--- src/rtl/core/pntf_pkg.sv ---
// Shared types, codes and defaults for the paced notify transmit FIFO.
// Used by every module of the block except pntf_ram; depends on nothing.
package pntf_pkg;

    localparam int FIFO_DEPTH_DEF  = 1024;
    localparam int CHUNK_BYTES_DEF = 20;
    localparam int CMDQ_DEPTH      = 2;
    localparam int CMDQ_PTR_W      = $clog2(CMDQ_DEPTH);
    localparam int CMDQ_CNT_W      = $clog2(CMDQ_DEPTH + 1);
    localparam int MS_W            = 16;
    localparam int CFG_DATA_W      = 12;
    localparam int CFG_IDX_W       = 2;

    localparam logic [CFG_IDX_W-1:0] CFG_DATA_OUT_EN = 2'd0;
    localparam logic [CFG_IDX_W-1:0] CFG_TX_INTERVAL = 2'd1;
    localparam logic [CFG_IDX_W-1:0] CFG_ADV_DELAY   = 2'd2;

    localparam logic        DATA_OUT_EN_RST = 1'b0;
    localparam logic [7:0]  TX_INTERVAL_RST = 8'd12;
    localparam logic [11:0] ADV_DELAY_RST   = 12'd500;

    typedef enum logic [1:0] {
        REQ_TICK       = 2'd0,
        REQ_WRITE      = 2'd1,
        REQ_CONNECT    = 2'd2,
        REQ_DISCONNECT = 2'd3
    } req_e_t;

    typedef enum logic [1:0] {
        KIND_ACK       = 2'd0,
        KIND_NOTIFY    = 2'd1,
        KIND_ADV_START = 2'd2,
        KIND_ADV_STOP  = 2'd3
    } kind_e_t;

    typedef struct packed {
        req_e_t     req;
        logic [7:0] data;
        logic       eow;
    } cmd_t;

    typedef struct packed {
        logic        data_out_en;
        logic [7:0]  tx_interval;
        logic [11:0] adv_delay;
    } cfg_t;

    function automatic logic [MS_W-1:0] sat_inc(input logic [MS_W-1:0] v);
        return (v == '1) ? v : MS_W'(v + 1'b1);
    endfunction

endpackage

--- src/rtl/core/pntf_front.sv ---
// Front end: accepts input requests, decodes them into commands and queues them.
// Depends on pntf_pkg.
module pntf_front (
    input  logic              aclk,
    input  logic              aresetn,
    input  logic              s_valid,
    output logic              s_ready,
    input  logic [1:0]        s_req_type,
    input  logic [7:0]        s_data_byte,
    input  logic              s_end_of_write,
    output pntf_pkg::cmd_t    cmd,
    output logic              cmd_valid,
    input  logic              cmd_ready
);
    import pntf_pkg::*;

    cmd_t                  q_reg [CMDQ_DEPTH];
    logic [CMDQ_PTR_W-1:0] wr_ptr_reg, wr_ptr_next;
    logic [CMDQ_PTR_W-1:0] rd_ptr_reg, rd_ptr_next;
    logic [CMDQ_CNT_W-1:0] count_reg, count_next;
    cmd_t                  in_cmd;
    logic                  push, pop;

    always_comb begin
        in_cmd.req  = req_e_t'(s_req_type);
        in_cmd.data = s_data_byte;
        in_cmd.eow  = s_end_of_write;
    end

    assign s_ready   = (count_reg != CMDQ_CNT_W'(CMDQ_DEPTH));
    assign cmd_valid = (count_reg != '0);
    assign cmd       = q_reg[rd_ptr_reg];
    assign push      = s_valid && s_ready;
    assign pop       = cmd_valid && cmd_ready;

    always_comb begin
        wr_ptr_next = push ? CMDQ_PTR_W'(wr_ptr_reg + 1'b1) : wr_ptr_reg;
        rd_ptr_next = pop ? CMDQ_PTR_W'(rd_ptr_reg + 1'b1) : rd_ptr_reg;
        count_next  = count_reg;
        if (push && !pop) begin
            count_next = CMDQ_CNT_W'(count_reg + 1'b1);
        end else if (pop && !push) begin
            count_next = CMDQ_CNT_W'(count_reg - 1'b1);
        end
    end

    always_ff @(posedge aclk) begin
        if (!aresetn) begin
            wr_ptr_reg <= '0;
            rd_ptr_reg <= '0;
            count_reg  <= '0;
        end else begin
            wr_ptr_reg <= wr_ptr_next;
            rd_ptr_reg <= rd_ptr_next;
            count_reg  <= count_next;
        end
    end

    always_ff @(posedge aclk) begin
        if (push) begin
            q_reg[wr_ptr_reg] <= in_cmd;
        end
    end

endmodule

--- config.mk ---
export PLATFORM = sky130hd
export DESIGN_NAME = pntf_front
export DESIGN_NICKNAME = d
export VERILOG_FILES = /design/src/rtl/core/pntf_pkg.sv /design/src/rtl/core/pntf_front.sv
export SDC_FILE = /design/constraint.sdc
export NUM_CORES = 1
export LEC_CHECK = 0
export ABC_AREA = 1
export BUFFER_PORTS_ARGS = -buffer_cell sky130_fd_sc_hd__buf_2
export CAP_MARGIN = 10
export CORE_AREA = 2 2 49 51
export CTS_CLUSTER_DIAMETER = 120
export DETAILED_ROUTE_END_ITERATION = 10
export DIE_AREA = 0 0 51 53
export PLACE_DENSITY_LB_ADDON = 0.12
export SLEW_MARGIN = 20
export SYNTH_ARGS = -nofsm -noshare
export SYNTH_HDL_FRONTEND = slang
export SYNTH_SLANG_ARGS = --single-unit
--- constraint.sdc ---
create_clock -name aclk -period 2.3 [get_ports aclk]
set_clock_uncertainty 0.2 [all_clocks]
set_input_delay 0.46 -clock aclk [delete_from_list [all_inputs] [get_ports aclk]]
set_output_delay 0.46 -clock aclk [all_outputs]
set_load 0.05 [all_outputs]
After elaboration in Yosys (flattened, before gate mapping)
Memory sizes are Yosys's and may differ from the RTL's. A register that Yosys moved wholly into a read port is not among the register bits.
Index checks and enable logic that the tools add are counted.
{"block": "totals", "regBits": 4, "ram_bits": 22, "word_cells": 23, "mem_count": 1}
{"memory": "q_reg", "words": 2, "word_bits": 11, "read_ports": 1, "rd_clocked_by_memory_dff": 1, "wr": 1, "line": "pntf_front.sv:17", "source": "cmd_t q_reg [CMDQ_DEPTH];"}
{"block": "op_classes", "n_addsub": 4, "eq_ne": 1, "n_mux": 6, "n_reduce_logical": 8}
{"op": "$logic_and A1 B1 Y1", "n": 4}
{"op": "$mux W1", "n": 4}
{"op": "$mux W2", "n": 2}
{"op": "$reduce_bool A2 Y1", "n": 2}
{"op": "$add A1 B1 Y1 const B", "n": 2}
{"op": "$add A2 B1 Y2 const B", "n": 1}
{"op": "$logic_not A1 Y1", "n": 2}
{"op": "$ne A2 B2 Y1 const B", "n": 1}
{"op": "$sub A2 B1 Y2 const B", "n": 1}

Logic depth before layout (Yosys ltp)
{"block": "logic_depth", "depth_word": 6, "mapped_depth": 11}

Worst setup path after synthesis
OpenSTA, ideal clock, no wires.
{"block": "synth_path", "path_type": "reg-to-reg", "startpoint": "reg count_reg[0]", "endpoint": "mem q_reg[1][0] (netlist bit), enable pin", "setup_time_ns": 0.378, "arrival_ns": 1.237, "setup_slack_ns": 0.485, "stages_incl_launch_ff": 5, "synth_period_minus_slack_ns": 1.815, "path_cell_list": "dfxtp_1 -> inv_2 -> nand2_2 -> nand2_4 -> nor2_1"}
{"block": "synth_between", "elab_chain_cells": 4}
{"element": "start, declared", "line": "pntf_front.sv:20", "source": "logic [CMDQ_CNT_W-1:0] count_reg, count_next;"}
{"element": "start signal, assigned", "line": "pntf_front.sv:55", "source": "count_reg <= count_next;"}
{"element": "$ne A2 B2 Y1", "line": "pntf_front.sv:30", "source": "assign s_ready = (count_reg != CMDQ_CNT_W'(CMDQ_DEPTH));"}
{"element": "via s_ready", "line": "pntf_front.sv:7", "source": "output logic s_ready,"}
{"element": "$logic_and A1 B1 Y1", "line": "pntf_front.sv:33", "source": "assign push = s_valid && s_ready;"}
{"element": "$mux W1", "line": "pntf_front.sv:60", "source": "if (push) begin"}
{"element": "$mux W1 (implied by the code)", "line": "pntf_front.sv:61", "source": "q_reg[wr_ptr_reg] <= in_cmd;"}
{"element": "end, declared", "line": "pntf_front.sv:17"}
The timed path passes the listed nets, and every way through them passes these cells.

==> results <==
- The number of antenna diodes in the final layout is 0.
- The met2 wire length is 868 microns.
- The post-route setup TNS is 0 ps.
- The clock passes through at most 2 buffers.
- Setup repair after global routing left no endpoint under its margin.
- Once the clock tree was built, the setup fixing pass inserted 0 buffers.
- The final antenna-violating net count is 0.
- The category of the worst setup path capture point is an output pin.
- Summing all multi-input logic gate instances after layout gives 244 sq um.
- The buffer cell driving the clock tree root is clkbuf_4.
- The data arrival time of the worst path is 1400 ps.
- The number of buffers inserted during clock tree synthesis is 3.
- The die height is 53 microns.
- The critical-path maximum fanout is 11.
- The commonest register cell after synthesis is edfxtp_1.
- Measured along the x axis, the die boundary spans 51 microns.
- The count of flip-flops with a built-in enable after synthesis is 22.
- Buffers placed on the I/O ports in this run total 27.
- The final count of pins violating max slew was 0.
- Sequential elements use 72.6% of the synthesized area.
- Of the available clock period, the critical path in the final layout requires 89.8%.
- The final wirelength is 1560 microns.
- For this run, the number of Yosys warnings is 0.
- The critical path goes through mux2_2, buf_2.
- By area the synthesized netlist is led by edfxtp_1 63%, mux2_2 12%, dfxtp_1 9.6%.
- By startpoint and endpoint, the worst setup path is classified as flip-flop to output pin.
- In this run the worst hold path is classified as input pin to flip-flop.
- Counting flops and latches in the post-synthesis netlist gives 27.
- The final number of hold-violating endpoints was 0.
- The layout filler cell count is 194.
- The number of placed instances with taps included is 127.
- The detail-routed net length per standard cell is 11.9 microns.
- The clock transition at the register clock pins on the worst setup and hold paths after CTS is 130 ps.
- The total area inside the core boundary comes to 2150 sq um.
- The stage delay of the slowest cell on the critical path is 510 ps.
- The number of primary I/O pins is 28.
- Summing all placed instances gives a cell area of 1220 sq um.
- The pin count of the biggest net entering global routing is 15.
- The highest ir drop seen on vdd is 0.621 mV.
- The effective utilization at floorplan is 48.7%.
- The total overflow left after global routing is 0.
- At the pin with the least slew margin, the transition time is 263 ps.
- The tool flagged a number of max-cap violations equal to 0.
- Synthesis instantiated 17 different standard cells from the library.
- For this run, asynchronously set or reset flops after synthesis account for 0%.
- The number of standard cells after synthesis is 71.
- The top cell type by total area after synthesis is edfxtp_1.
- The area of the mapped netlist is 1050 sq um.
- The global-route wire length before repair is 2510 microns.
- The post-layout total power is 1.47 mW.
- After the first detailed-routing iteration, the DRC count stood at 2.
- The critical path startpoint category is a flip-flop.
- The sequential cells in the finished layout cover a total of 762 sq um.
- The number of flip-flops under the largest register name is 22.
- The clock latency on the worst-skew pair is 310 ps.
- After detailed routing, the wire length on met1 is 590 microns.
- The smallest hold slack is 127 ps.
- The clock sink count is 27.
- Signal routing reaches up to met4.
- The congestion estimate from routability-driven global placement came to 0.623.
- The initial antenna violation count came to 0.
- Before antenna repair, the detailed router went through 2 iterations.
- The analysis attributes to cell leakage a power of 0.506 nW.
- The total of endpoints with negative setup slack in the final report is 0.
- The net count after synthesis is 87.
- Measured against its own limit, the worst slew margin works out to 82.5%.
- The worst slack after detailed placement is 396 ps.
- The via count is 613.
- The floorplan has 17 rows.
- The floorplan step defined a die boundary enclosing 2700 sq um.
- Relative to the synthesized area, the layout overhead comes to 19.2%.
- The smallest clock period supported by the final layout is computed as 2060 ps.
- The non-filler instance count after layout is 131.
- The run finished with clean final reports.
- The mean cell area of the mapped netlist is 14.8 sq um.
- The clock tree from TritonCTS is yes.
- Static timing analysis puts the maximum clock frequency at 484 MHz.
- The overall global routing resource usage is 12.8%.
- The via count of the first global-routing pass was 608.
- The final instance area is 1250 sq um.
- For this run, design rule violations remaining after detail routing come to 0.
- For this run, the post-layout net count is 120.
- The end-of-flow core utilization is 58.1%.
- The power per cell area is 1180 nW/um^2.
- The required time at the endpoint of the critical path is 1640 ps.
- The final critical-path setup slack is 235 ps.
- The H-tree depth is 1.
- By count the netlist is led by 22 x edfxtp_1, 11 x mux2_2, 8 x nor2_1.
- Using the TritonRoute via totals, the vias-per-cell ratio works out to 4.68.
- The cell with the biggest individual delay on the critical path is dfxtp_2.
- The total met3 wirelength after detailed routing is 88 microns.
- The area fraction of the dominant cell type after synthesis is 63.1%.
- The share of final-layout standard cells stronger than drive strength 1 is 46.6%.
- The most instantiated library cell after synthesis is edfxtp_1.
- The HPWL after detailed placement is 1150 microns.
[repair_timing]
item                                    4_1_cts  5_1_grt
endpoints found under the hold margin         0        0
resized for setup                             0        1
hold buffers                                  0        0
endpoints found under the setup margin        0        6
[layer usage]
metal,global-route usage (%),up-vias
met1,13.5,282
li1,-,311
met2,24.5,18
met4,5.41,0
met5,0,-
met3,2.82,2
[cell families (layout without fill, tap and decap cells)]
logic type      Yosys count  after routing  share of synthesized area, %
fa+ha+maj                 1              1                          1.19
mux                      11             11                          11.8
simple gates             19             19                          8.13
flops                    27             27                          72.6
buf+inv                   9             41                          4.06
compound gates            4              4                          2.15
[final cells by class]
cell class | instances | share of cell area [%]
Inverter | 8 | 2.51
Sequential cell | 27 | 61.0
Multi-Input combinational cell | 35 | 19.5
Tap cell | 28 | 2.81
Timing Repair Buffer | 29 | 12.0
Clock buffer | 4 | 2.10
[critical path: cells and delay by family (launching register included)]
kind / cells / cell delay, ps
flops: 1 / 510
mux: 1 / 380
buf+inv: 1 / 210
[layout by cell type (no fill, tap or decap)]
cell type / count
clkinv_2: 1
dfxtp_1: 4
dfxtp_2: 1
nand2_1: 7
nand2_4: 1
nand2_2: 1
clkbuf_1: 1
buf_2: 27
o21a_1: 1
nand4_1: 1
mux2_2: 11
a21oi_1: 1
nand3_1: 1
clkbuf_4: 3
buf_4: 2
ha_1: 1
inv_2: 1
edfxtp_1: 22
nor2_1: 8
o21ai_0: 2
inv_1: 6
[power by group]
group / internal [mW] / switching (mW) / total (mW)
clock: 0.0677 / 0.124 / 0.192
combinational: 0.176 / 0.425 / 0.601
sequential: 0.623 / 0.0528 / 0.675
[final timing paths]
check,start,to,slack [ps],depth (start not counted)
max reg2reg,count_reg[1]$_SDFFE_PN0P_,count_reg[1]$_SDFFE_PN0P_,750,8
max,flip-flop,cmd[1],240,2
min reg2reg,rd_ptr_reg$_SDFFE_PN0P_,flip-flop,310,2
min,s_req_type[0],q_reg[1][9]$_DFFE_PP_,130,1
(Power assumes the default switching activity.)
